===== src/twfe_pkg.sv =====
// Shared constants and types for the tick window feature extractor.
// No dependencies; the divider, the extractor and both bench files import this package.
`default_nettype none
package twfe_pkg;
    localparam int PRICE_BITS  = 32;
    localparam int VOLUME_BITS = 32;
    localparam int DEPTH       = 10;
    localparam int IDX_BITS    = $clog2(DEPTH);
    localparam int FRAC        = 24;
    localparam int Q_BITS      = 32;
    localparam int SUM_BITS    = PRICE_BITS + 1;
    localparam int VSUM_BITS   = VOLUME_BITS + $clog2(DEPTH);
    localparam int FLOW_BITS   = VSUM_BITS + 1;
    localparam int PROD_BITS   = SUM_BITS + VOLUME_BITS;
    localparam int DIV_BITS    = SUM_BITS + VSUM_BITS;

    localparam logic [1:0] SIDE_BUY  = 2'b01;
    localparam logic [1:0] SIDE_SELL = 2'b11;

    typedef struct packed {
        logic                start;
        logic                neg;
        logic [DIV_BITS-1:0] mag;
        logic [DIV_BITS-1:0] den;
    } div_req_t;

    typedef struct packed {
        logic              busy;
        logic              done;
        logic [Q_BITS-1:0] quot;
    } div_rsp_t;
endpackage
`default_nettype wire


===== src/twfe_div.sv =====
// Shared radix-2 restoring divider: sign-magnitude numerator shifted by FRAC,
// one quotient bit per cycle, saturated to signed Q8.24. Uses twfe_pkg.
`default_nettype none
module twfe_div
    import twfe_pkg::*;
(
    input  wire logic clk,
    input  wire logic rst_n,
    input  div_req_t  req,
    output div_rsp_t  rsp
);
    localparam int NUM_BITS = DIV_BITS + FRAC;
    localparam int CNT_BITS = $clog2(Q_BITS);

    typedef enum logic [1:0] {S_IDLE, S_RUN, S_FIN} state_t;

    state_t              state_reg, state_next;
    logic [DIV_BITS-1:0] rem_reg, rem_next;
    logic [DIV_BITS-1:0] den_reg, den_next;
    logic [Q_BITS-1:0]   low_reg, low_next;
    logic [Q_BITS-1:0]   q_reg, q_next;
    logic                neg_reg, neg_next;
    logic [CNT_BITS-1:0] cnt_reg, cnt_next;

    logic [NUM_BITS-1:0] num;
    logic [DIV_BITS-1:0] hi_ext;
    logic [DIV_BITS:0]   rem2;
    logic                ge;
    logic [Q_BITS-1:0]   cap;
    logic [Q_BITS-1:0]   qc;

    always_comb begin
        num    = {req.mag, FRAC'(0)};
        hi_ext = DIV_BITS'(num[NUM_BITS-1:Q_BITS]);
        rem2   = {rem_reg, low_reg[Q_BITS-1]};
        ge     = rem2 >= {1'b0, den_reg};
        cap    = neg_reg ? (Q_BITS'(1) << (Q_BITS - 1)) : ((Q_BITS'(1) << (Q_BITS - 1)) - 1'b1);
        qc     = (q_reg > cap) ? cap : q_reg;
    end

    always_comb begin
        state_next = state_reg;
        rem_next   = rem_reg;
        den_next   = den_reg;
        low_next   = low_reg;
        q_next     = q_reg;
        neg_next   = neg_reg;
        cnt_next   = cnt_reg;
        case (state_reg)
            S_IDLE: begin
                if (req.start) begin
                    neg_next = req.neg;
                    den_next = req.den;
                    rem_next = hi_ext;
                    low_next = num[Q_BITS-1:0];
                    cnt_next = '0;
                    q_next   = '0;
                    if (req.den == '0) begin
                        neg_next   = 1'b0;
                        state_next = S_FIN;
                    end else if (hi_ext >= req.den) begin
                        // quotient cannot fit: force saturation
                        q_next     = '1;
                        state_next = S_FIN;
                    end else begin
                        state_next = S_RUN;
                    end
                end
            end
            S_RUN: begin
                rem_next = ge ? DIV_BITS'(rem2 - {1'b0, den_reg}) : rem2[DIV_BITS-1:0];
                q_next   = {q_reg[Q_BITS-2:0], ge};
                low_next = {low_reg[Q_BITS-2:0], 1'b0};
                cnt_next = cnt_reg + 1'b1;
                if (cnt_reg == CNT_BITS'(Q_BITS - 1)) begin
                    state_next = S_FIN;
                end
            end
            S_FIN: begin
                state_next = S_IDLE;
            end
            default: state_next = S_IDLE;
        endcase
    end

    always_ff @(posedge clk or negedge rst_n) begin
        if (!rst_n) begin
            state_reg <= S_IDLE;
            rem_reg   <= '0;
            den_reg   <= '0;
            low_reg   <= '0;
            q_reg     <= '0;
            neg_reg   <= 1'b0;
            cnt_reg   <= '0;
        end else begin
            state_reg <= state_next;
            rem_reg   <= rem_next;
            den_reg   <= den_next;
            low_reg   <= low_next;
            q_reg     <= q_next;
            neg_reg   <= neg_next;
            cnt_reg   <= cnt_next;
        end
    end

    always_comb begin
        rsp.busy = state_reg != S_IDLE;
        rsp.done = state_reg == S_FIN;
        rsp.quot = neg_reg ? (~qc + 1'b1) : qc;
    end
endmodule
`default_nettype wire


===== config.mk =====
export PLATFORM = sky130hd
export DESIGN_NAME = twfe_div
export DESIGN_NICKNAME = d
export VERILOG_FILES = /design/src/twfe_pkg.sv /design/src/twfe_div.sv
export SDC_FILE = /design/constraint.sdc
export NUM_CORES = 1
export LEC_CHECK = 0
export BUFFER_PORTS_ARGS = -buffer_cell sky130_fd_sc_hd__buf_2
export CORE_MARGIN = 2
export CORE_UTILIZATION = 45
export DETAILED_ROUTE_END_ITERATION = 12
export SETUP_SLACK_MARGIN = 0.02
export SLEW_MARGIN = 25
export SYNTH_ARGS = -nofsm -noshare
export SYNTH_HDL_FRONTEND = slang
export SYNTH_SLANG_ARGS = --single-unit

===== constraint.sdc =====
create_clock -name clk -period 6.25 [get_ports clk]
set_input_delay 0.625 -clock clk [delete_from_list [all_inputs] [get_ports clk]]
set_output_delay 0.625 -clock clk [all_outputs]
set_load 0.05 [all_outputs]

# ---- Word-level counts from Yosys, hierarchy flattened
# Cells that the tools add are included.
dict set report totals {
  word_cells 46
  out_inout_bits 34
  input_bits 142
  rom_bits 0
  latchBits 0
  reg_bits 210
  ramBits 0
  n_memories 0
}
dict set report classes {
  bitwise_logic 1
  addsub 3
  n_mux 20
  n_reduce_logical 7
  eq_ne 5
  mul 0
  shift 0
  n_div 0
  n_lt_le_gt_ge 3
}
# operator count
set ops {}
lappend ops {{2-to-1 mux 32 bit} 7}
lappend ops {{2-to-1 mux 69 bit} 2}
lappend ops {{one-hot mux 69 bit (2 select lines)} 1}
lappend ops {{one-hot mux 32 bit (2 select lines)} 2}
lappend ops {{>= comparator 70 x 69 -> 1 bit} 1}
lappend ops {{>= comparator 61 x 69 -> 1 bit} 1}
lappend ops {{logical NOT 69 bit} 1}
lappend ops {{subtractor 69 bit} 1}
lappend ops {{adder 32 x 1 -> 32 bit (second input constant)} 1}
lappend ops {{greater-than comparator 32 bit} 1}
lappend ops {{inverter 32 bit} 1}
lappend ops {{one-hot mux 5 bit (2 select lines)} 1}
lappend ops {{2-to-1 mux 2 bit} 4}
lappend ops {{AND reduction 2 bit} 3}
lappend ops {{adder 5 x 1 -> 5 bit (second input constant)} 1}
lappend ops {{equality test 5 bit (second input constant)} 1}
lappend ops {{2-to-1 mux 5 bit} 1}
lappend ops {{!= test 2 bit (second input constant)} 2}
lappend ops {{one-hot mux 2 bit (2 select lines)} 1}
lappend ops {{nonzero test 2 bit} 2}
lappend ops {{equality test 2 x 1 -> 1 bit (second input constant)} 1}
lappend ops {{equality test 2 bit (second input constant)} 1}
lappend ops {{logical NOT 2 bit} 1}
lappend ops {{2-to-1 mux 1 bit} 1}

# ---- Depth between registers and ports, before layout
# Gate-level depths: netlist of run 1.
dict set report depth {
  word_depth 6
  mapped_depth 24
  ltp_nobuf 21
}

# ---- Worst setup path after synthesis of run 1
# No wires, ideal clock.
dict set report synth_timing {
  kind {register to output}
  start {register neg_reg}
  end {output rsp[24] in the netlist's numbering}
  stages_incl_launch_ff 25
  arrival_time_ns 5.577
  slack_ns 0.048
  n_path_buf 4
  required_time_ns 5.625
  path_cell_list {dfrtp_1 > inv_1 > clkbuf_1 > clkbuf_1 > ha_1 > nor2b_1 > o21a_1 > o21a_1 > o21ai_0 > o211ai_1 > a221oi_1 > a31o_2 > clkbuf_1 > nor2_1 > a21oi_1 > ha_1 > clkbuf_1 > nand3_1 > nor3_2 > nand2_1 > nor3_2 > nand2_1 > o21ai_0 > o21ai_0 > o21ai_0}
}
# item line
set synth_lines {}
lappend synth_lines {{start: declaration} twfe_div.sv:22} ;# logic neg_reg, neg_next;
lappend synth_lines {{start signal: assignment} twfe_div.sv:101} ;# neg_reg <= neg_next;
lappend synth_lines {{end: declaration} twfe_div.sv:10} ;# output div_rsp_t rsp

==> run summary, run 1 <==
CLOCK TREE
-------------------------------------------------------------------------------------
CTS tree ...............................................................         done
Clk Latency, worst-skew pair ...........................................      0.46 ns
Number of buffers created by CTS .......................................           17
Clock slew seen by the registers of the worst setup and hold paths .....      0.08 ns
Master cell of the clock root buffer ................................... sky130_fd_sc_hd__clkbuf_16
Buffer levels on the longest clock path ................................            2
Number of levels the H-tree was split into .............................            4
TritonCTS Sinks ........................................................          186

FLOORPLAN
-------------------------------------------------------------------------------------
Number of top-level design ports .......................................          176
Die Span X .............................................................     195.0 um
Starting density of the core ...........................................       0.4591
Row cnt ................................................................           69
Die span in y ..........................................................     195.0 um
Placeable core area .................................................... 0.03574 mm^2
Die ar. ................................................................ 0.03801 mm^2

SETUP PATH
-------------------------------------------------------------------------------------
Start-to-end type of the worst setup path ..............................   reg -> out
Data arrival time of the critical path .................................      5.10 ns
CP Launch Type .........................................................    flip-flop
Required @ worst endpoint ..............................................      5.62 ns
Biggest fanout along the worst timing path .............................           16
Critical path capture point type .......................................  output port
Worst Reg2Reg Path Length in Cells .....................................           12

LOGIC SYNTHESIS
-------------------------------------------------------------------------------------
Net Count, Synth .......................................................        2,424
Post-synthesis average cell area .......................................   7.755 um^2
Share of the yosys chip area belonging to registers ....................       0.2836
Number of warnings printed during yosys synthesis ......................            0
Number of storage elements in the synthesis netlist ....................          186
Unique cell type count in the Yosys netlist ............................           90
Share of Yosys cell area claimed by the top area cell type .............       0.2836
Post-synthesis instance total ..........................................        2,116
Largest cells by area after synthesis .................................. sky130_fd_sc_hd__dfrtp_1, sky130_fd_sc_hd__ha_1, sky130_fd_sc_hd__nand2_1, sky130_fd_sc_hd__o21ai_0, sky130_fd_sc_hd__a21oi_1
Number of synthesized flops with an enable pin .........................            0
Most used DFF post-synth ............................................... sky130_fd_sc_hd__dfrtp_1
Ys async rst share .....................................................        1.000
Largest area contributor in the synthesized netlist .................... sky130_fd_sc_hd__dfrtp_1
Syn Std Cell Area ...................................................... 0.01641 mm^2

OUTCOME
-------------------------------------------------------------------------------------
Outcome ................................................................ finished, final reports clean

ROUTING
-------------------------------------------------------------------------------------
Count of unresolved DRC violations after routing .......................            0
Count of routing violations after the opening detailed-route iteration .        1,066
Iteration count of the initial detailed-routing pass ...................            5
Total via count after detailed routing .................................       15,823
Wire length per cell ...................................................     19.26 um
Remaining antenna violation count ......................................            0
Routed WL ..............................................................     51.57 mm
Routed vias/inst .......................................................        5.911

PLACEMENT
-------------------------------------------------------------------------------------
Detailed placer's ending HPWL ..........................................     39.34 mm
Input/output buffers ...................................................          175
Last weighted congestion value of the routability-driven placer ........       0.9630

STA
-------------------------------------------------------------------------------------
Unrepaired setup endpoints after global routing ........................        false
Post-Route Setup TNS ...................................................         0 ns
Post-layout minimum cycle time .........................................     5.729 ns
# setup viols final ....................................................            0
Achievable frequency ...................................................    174.5 MHz
Worst-margin pin slew ..................................................     1.009 ns
Worst relative slew slack ..............................................       0.3213
Worst Hold Slack .......................................................    0.2106 ns
Number of hold-slack violations in the final timing report .............            0
Final clock period utilization by the worst path .......................       0.9166
Max Clock Skew .........................................................   0.01693 ns
Max-slew violations ....................................................            0

GLOBAL ROUTING
-------------------------------------------------------------------------------------
Initial antenna violation count ........................................            1
Total grt overflow .....................................................            0
Wire length of the first global-routing pass ...........................     82.20 mm
Global-route total usage across every layer ............................       0.2712
Via count of the first global-routing pass .............................       15,256
Pin count of the biggest net entering global routing ...................          142

FINISH
-------------------------------------------------------------------------------------
Filler cells ...........................................................        3,566
Net total in the final layout ..........................................        2,510
Layout cells sized above 1 .............................................       0.1260
Area taken by flip-flops and latches ................................... 0.004658 mm^2
Area growth from synthesis to final layout .............................       10.94%
Footprint of the multi-input gates ..................................... 0.01061 mm^2

FLOW RUN
-------------------------------------------------------------------------------------
Max_cap viols ..........................................................            0

MIN PATH
-------------------------------------------------------------------------------------
Worst Hold Class .......................................................  in -> async

[cells in the final DEF (no fill, tap or decap), types with 9 or more instances in the layout]
| master | n |
|---|---|
| sky130_fd_sc_hd__o21a_1 | 12 |
| sky130_fd_sc_hd__and2_1 | 9 |
| sky130_fd_sc_hd__xnor2_1 | 31 |
| sky130_fd_sc_hd__xor2_1 | 28 |
| sky130_fd_sc_hd__or3_1 | 10 |
| sky130_fd_sc_hd__a21o_1 | 67 |
| sky130_fd_sc_hd__o21bai_1 | 15 |
| sky130_fd_sc_hd__nand2b_1 | 16 |
| sky130_fd_sc_hd__nand4_1 | 55 |
| sky130_fd_sc_hd__clkbuf_16 | 17 |
| sky130_fd_sc_hd__buf_4 | 23 |
| sky130_fd_sc_hd__nor3_1 | 35 |
| sky130_fd_sc_hd__nor2_1 | 119 |
| sky130_fd_sc_hd__a31oi_1 | 64 |
| sky130_fd_sc_hd__o31ai_1 | 9 |
| sky130_fd_sc_hd__a211oi_1 | 42 |
| sky130_fd_sc_hd__inv_1 | 162 |
| sky130_fd_sc_hd__buf_2 | 172 |
| sky130_fd_sc_hd__a21oi_1 | 152 |
| sky130_fd_sc_hd__a22oi_1 | 38 |
| sky130_fd_sc_hd__a21boi_0 | 12 |
| sky130_fd_sc_hd__nor2b_1 | 15 |
| sky130_fd_sc_hd__dfrtp_1 | 185 |
| sky130_fd_sc_hd__a32o_1 | 10 |
| sky130_fd_sc_hd__o21ai_0 | 176 |
| sky130_fd_sc_hd__nor4_1 | 27 |
| sky130_fd_sc_hd__and3_1 | 16 |
| sky130_fd_sc_hd__mux2i_1 | 22 |
| sky130_fd_sc_hd__nand3_1 | 26 |
| sky130_fd_sc_hd__nand2_1 | 322 |
| sky130_fd_sc_hd__ha_1 | 164 |
[metal layers]
layer	share of wire	global-route usage	vias to the layer above
li1	-	-	7775
met1	0.45	0.3585	7593
met2	0.48	0.4579	387
met3	0.040	0.03470	68
met4	0.027	0.09160	0
met5	0	0	-
[synth_stat cells, drive strengths merged (31+ instances only)]
library cell / n
a211oi: 42
a21o: 68
a21oi: 153
a22oi: 38
a31oi: 65
buf: 33
clkbuf: 103
dfrtp: 186
ha: 165
inv: 162
nand2: 324
nand4: 55
nor2: 123
nor3: 39
nor4: 31
o21ai: 183
xnor2: 31
[worst paths after layout]
path,slack (ns),from,end
worst max-delay path,0.52,neg_reg$_DFFE_PN0P_,rsp[30]
worst min-delay path,0.21,rst_n,den_reg[60]$_DFFE_PN0P_
worst max register to register,2.49,den_reg[0]$_DFFE_PN0P_,rem_reg[66]$_DFFE_PN0P_
worst min register to register,0.48,low_reg[25]$_DFFE_PN0P_,low_reg[25]$_DFFE_PN0P_
max in group asynchronous,4.60,rst_n,neg_reg$_DFFE_PN0P_
min in group clk,0.36,req[69],low_reg[24]$_DFFE_PN0P_
[metrics by stage]
step	setup slack [ns]	cell area, um^2	instances	util
floorplan	0.04771	16410	2116	-
global placement	0.7346	17500	2638	0.4896
detailed placement	0.5896	17560	2640	0.4912
CTS	0.03760	18140	2672	0.5076
global route	0.06102	18210	2677	0.5093
finish	0.5210	18210	2677	0.5093
[cells by family after synthesis]
| logic type | count (synthesis) | synth area share |
|---|---|---|
| compound gates | 689 | 0.2704 |
| xor+xnor | 59 | 0.03149 |
| fa+ha+maj | 166 | 0.1270 |
| buf+inv | 298 | 0.07343 |
| flops | 186 | 0.2836 |
| mux | 23 | 0.01411 |
| simple gates | 695 | 0.1999 |
[layout make-up]
cell class / count / share of cell area
clock buffers: 18 / 0.02357
well taps: 461 / 0.03168
flip-flops and latches: 186 / 0.2559
inverters: 162 / 0.03340
clock inverters: 14 / 0.008660
repair buffers: 203 / 0.06405
multi-input cells: 1632 / 0.5826
diodes: 1 / 0.0001375
[critical path, stage by stage (launching register included)]
cell and delay, ns:
sky130_fd_sc_hd__dfrtp_4 0.58, sky130_fd_sc_hd__inv_1 0.12, sky130_fd_sc_hd__buf_4 0.24, sky130_fd_sc_hd__ha_1 0.18, sky130_fd_sc_hd__nor2b_1 0.04, sky130_fd_sc_hd__o21a_1 0.16
sky130_fd_sc_hd__o21a_1 0.16, sky130_fd_sc_hd__o21ai_0 0.14, sky130_fd_sc_hd__o211ai_1 0.14, sky130_fd_sc_hd__a221oi_2 0.31, sky130_fd_sc_hd__a31o_2 0.22, sky130_fd_sc_hd__nor2_1 0.08
sky130_fd_sc_hd__a21oi_1 0.18, sky130_fd_sc_hd__ha_2 0.27, sky130_fd_sc_hd__nand3_1 0.15, sky130_fd_sc_hd__nor3_2 0.19, sky130_fd_sc_hd__nand2_1 0.13, sky130_fd_sc_hd__nor3_2 0.20
sky130_fd_sc_hd__nand4_1 0.22, sky130_fd_sc_hd__o211ai_1 0.24, sky130_fd_sc_hd__o21ai_0 0.11, sky130_fd_sc_hd__a32oi_1 0.26, sky130_fd_sc_hd__clkbuf_4 0.30
[repair_timing]
action                     in CTS  in global routing
setup buffers                   0                  4
setup endpoints to repair       0                  6
gates resized for setup         0                  5
hold buffers                    0                  0
Power of run 1 is not shown: default switching activity piles up to over one toggle a cycle in this logic, so the estimate is an artifact.
==> inputs of run 2 (changes only) <==
--- a/config.mk
+++ b/config.mk
@@ -7,8 +7,9 @@
 export LEC_CHECK = 0
 export BUFFER_PORTS_ARGS = -buffer_cell sky130_fd_sc_hd__buf_2
 export CORE_MARGIN = 2
-export CORE_UTILIZATION = 45
+export CORE_UTILIZATION = 61
 export DETAILED_ROUTE_END_ITERATION = 12
+export PLACE_DENSITY = 0.82
 export SETUP_SLACK_MARGIN = 0.02
 export SLEW_MARGIN = 25
 export SYNTH_ARGS = -nofsm -noshare
==> run summary, run 2 (synthesis results as in run 1) <==
STA
-------------------------------------------------------------------------------------
Post-Route Setup TNS ...................................................         0 ns   unchanged
Number of hold-slack violations in the final timing report .............            0   unchanged
Max Clock Skew .........................................................   0.01717 ns   was 0.01693 ns
Worst-margin pin slew ..................................................    0.9417 ns   was 1.009 ns
Post-layout worst setup margin .........................................    0.4053 ns   was 0.5210 ns
# setup viols final ....................................................            0   unchanged
Worst relative slew slack ..............................................       0.3664   was 0.3213
Achievable frequency ...................................................    171.1 MHz   was 174.5 MHz
Post-layout minimum cycle time .........................................     5.845 ns   was 5.729 ns
Final clock period utilization by the worst path .......................       0.9352   was 0.9166
Max-slew violations ....................................................            0   unchanged
Unrepaired setup endpoints after global routing ........................        false   unchanged

ROUTING
-------------------------------------------------------------------------------------
Remaining antenna violation count ......................................            0   unchanged
Routed WL ..............................................................     48.89 mm   was 51.57 mm
Count of unresolved DRC violations after routing .......................            0   unchanged
Total via count after detailed routing .................................       16,360   was 15,823
Count of routing violations after the opening detailed-route iteration .        1,408   was 1,066
Wire length per cell ...................................................     19.16 um   was 19.26 um
Routed vias/inst .......................................................        6.411   was 5.911
Iteration count of the initial detailed-routing pass ...................            6   was 5

SETUP PATH
-------------------------------------------------------------------------------------
Required @ worst endpoint ..............................................      5.62 ns   about the same
CP Launch Type .........................................................    flip-flop   unchanged
Cell with the biggest individual delay on the critical path ............ sky130_fd_sc_hd__dfrtp_4   unchanged
Critical path capture point type .......................................  output port   unchanged
Reg2reg end ............................................................ rem_reg[65]$_DFFE_PN0P_   was rem_reg[66]$_DFFE_PN0P_
Endpoint of the worst setup timing path ................................      rsp[30]   unchanged
Cell-by-cell listing of the critical path .............................. inv_1 -> buf_4 -> ha_1 -> nor2b_1 -> o21a_1 -> o21a_1 -> o21ai_0 -> o211ai_1 -> a221oi_2 -> a31o_2 -> nor2_1 -> a21oi_1 -> ha_1 -> nand3_1 -> nor3_2 -> nand2_1 -> nor3_2 -> nand4_1 -> o211ai_1 -> o21ai_0 -> a32oi_1 -> clkbuf_4   was inv_1 -> buf_4 -> ha_1 -> nor2b_1 -> o21a_1 -> o21a_1 -> o21ai_0 -> o211ai_1 -> a221oi_2 -> a31o_2 -> nor2_1 -> a21oi_1 -> ha_2 -> nand3_1 -> nor3_2 -> nand2_1 -> nor3_2 -> nand4_1 -> o211ai_1 -> o21ai_0 -> a32oi_1 -> clkbuf_4
R2R Path Start ......................................................... rem_reg[6]$_DFFE_PN0P_   was den_reg[0]$_DFFE_PN0P_
Reg2Reg Setup Slack ....................................................      2.34 ns   was 2.49 ns
Delay-heaviest family, CP .............................................. compound AO/OA/AOI/OAI gates   unchanged
Critical path origin ................................................... neg_reg$_DFFE_PN0P_   unchanged
Data arrival time of the critical path .................................      5.22 ns   was 5.10 ns
Stages on the worst setup path .........................................           22   unchanged
CP Buf/Inv Count .......................................................            3   unchanged
Delay contributed by the slowest stage of the critical path ............      0.64 ns   was 0.58 ns
Start-to-end type of the worst setup path ..............................   reg -> out   unchanged
Biggest fanout along the worst timing path .............................           27   was 16
Worst Reg2Reg Path Length in Cells .....................................           12   unchanged

GLOBAL ROUTING
-------------------------------------------------------------------------------------
Initial antenna violation count ........................................            1   unchanged
Via count of the first global-routing pass .............................       15,521   was 15,256
Pin count of the biggest net entering global routing ...................          132   was 142
Global-route total usage across every layer ............................       0.3442   was 0.2712
Total grt overflow .....................................................            0   unchanged
Wire length of the first global-routing pass ...........................     78.89 mm   was 82.20 mm

CLOCK TREE
-------------------------------------------------------------------------------------
Clk Latency, worst-skew pair ...........................................      0.45 ns   was 0.46 ns
Number of levels the H-tree was split into .............................            4   unchanged
TritonCTS Sinks ........................................................          186   unchanged
Buffer levels on the longest clock path ................................            2   unchanged
Number of buffers created by CTS .......................................           17   unchanged
Master cell of the clock root buffer ................................... sky130_fd_sc_hd__clkbuf_16   unchanged
Count of hold-fix buffers inserted at cts ..............................            0   unchanged
CTS tree ...............................................................         done   unchanged
Clock slew seen by the registers of the worst setup and hold paths .....      0.07 ns   was 0.08 ns

FLOORPLAN
-------------------------------------------------------------------------------------
Placeable core area .................................................... 0.02665 mm^2   was 0.03574 mm^2
Die Span X .............................................................     168.0 um   was 195.0 um
Starting density of the core ...........................................       0.6157   was 0.4591
Row cnt ................................................................           60   was 69
Die ar. ................................................................ 0.02823 mm^2   was 0.03801 mm^2
Number of top-level design ports .......................................          176   unchanged
Die span in y ..........................................................     168.0 um   was 195.0 um

PLACEMENT
-------------------------------------------------------------------------------------
Pre-CTS setup slack ....................................................    0.6468 ns   was 0.5896 ns
Input/output buffers ...................................................          175   unchanged
Last weighted congestion value of the routability-driven placer ........        1.017   was 0.9630
Detailed placer's ending HPWL ..........................................     36.70 mm   was 39.34 mm

FINISH
-------------------------------------------------------------------------------------
Most common library cell in the layout ignoring fill and taps .......... sky130_fd_sc_hd__nand2_1   unchanged
Area growth from synthesis to final layout .............................       9.714%   was 10.94%
Leading cell types in the layout, fill and taps excluded ............... sky130_fd_sc_hd__nand2_1, sky130_fd_sc_hd__dfrtp_1, sky130_fd_sc_hd__o21ai_0   unchanged
Net total in the final layout ..........................................        2,505   was 2,510
Filler cells ...........................................................        2,234   was 3,566
Layout cells sized above 1 .............................................       0.1231   was 0.1260

FLOW RUN
-------------------------------------------------------------------------------------
Max_cap viols ..........................................................            0   unchanged

OUTCOME
-------------------------------------------------------------------------------------
Outcome ................................................................ finished, final reports clean   unchanged

MIN PATH
-------------------------------------------------------------------------------------
Worst Hold Class .......................................................  in -> async   unchanged

[run 2: what timing repair did]
action	CTS	global route
setup endpoints to repair	0	6
resized for setup	0	3
setup buffers	0	1
[run 2: per-layer routing]
metal	up-vias	GRT usage	routed length (um)
met5	-	0	13
li1	7774	-	-
met4	2	0.1350	1724
met2	659	0.5789	23140
met1	7827	0.4506	20680
met3	98	0.04795	3329
[run 2: layout make-up]
cell class / count / area, um^2 / area share
diodes: 1 / 2.502 / 0.0001390
flip-flops and latches: 186 / 4658 / 0.2587
multi-input cells: 1632 / 10610 / 0.5891
well taps: 341 / 426.7 / 0.02370
inverters: 162 / 608.1 / 0.03378
repair buffers: 198 / 1121 / 0.06227
clock inverters: 10 / 106.4 / 0.005907
clock buffers: 22 / 474.2 / 0.02634
[run 2: worst min-delay path by stage]
| stage | slack [ns] | start | endpoint |
|---|---|---|---|
| finish | 0.07 | rst_n | den_reg[60]$_DFFE_PN0P_ |
| global route | 0.1 | rst_n | den_reg[60]$_DFFE_PN0P_ |
| floorplan | 0.33 | rst_n | cnt_reg[0]$_DFFE_PN0P_ |
| detailed placement | 0.47 | low_reg[26]$_DFFE_PN0P_ | low_reg[26]$_DFFE_PN0P_ |
| CTS | 0.39 | req[66] | den_reg[66]$_DFFE_PN0P_ |
| global placement | 0.46 | low_reg[27]$_DFFE_PN0P_ | low_reg[27]$_DFFE_PN0P_ |
[run 2: through the flow]
step,hold WS [ns],util,std cells,instance area (um^2)
2_1_floorplan,0.3294,-,2116,16410
3_3_place_gp,0.4591,0.6498,2516,17320
3_5_place_dp,0.4656,0.6498,2516,17320
4_1_cts,0.3890,0.6716,2548,17900
5_1_grt,0.09852,0.6754,2551,18000
6_report,0.07149,0.6755,2552,18000
Power of run 2 is left out for the same reason.
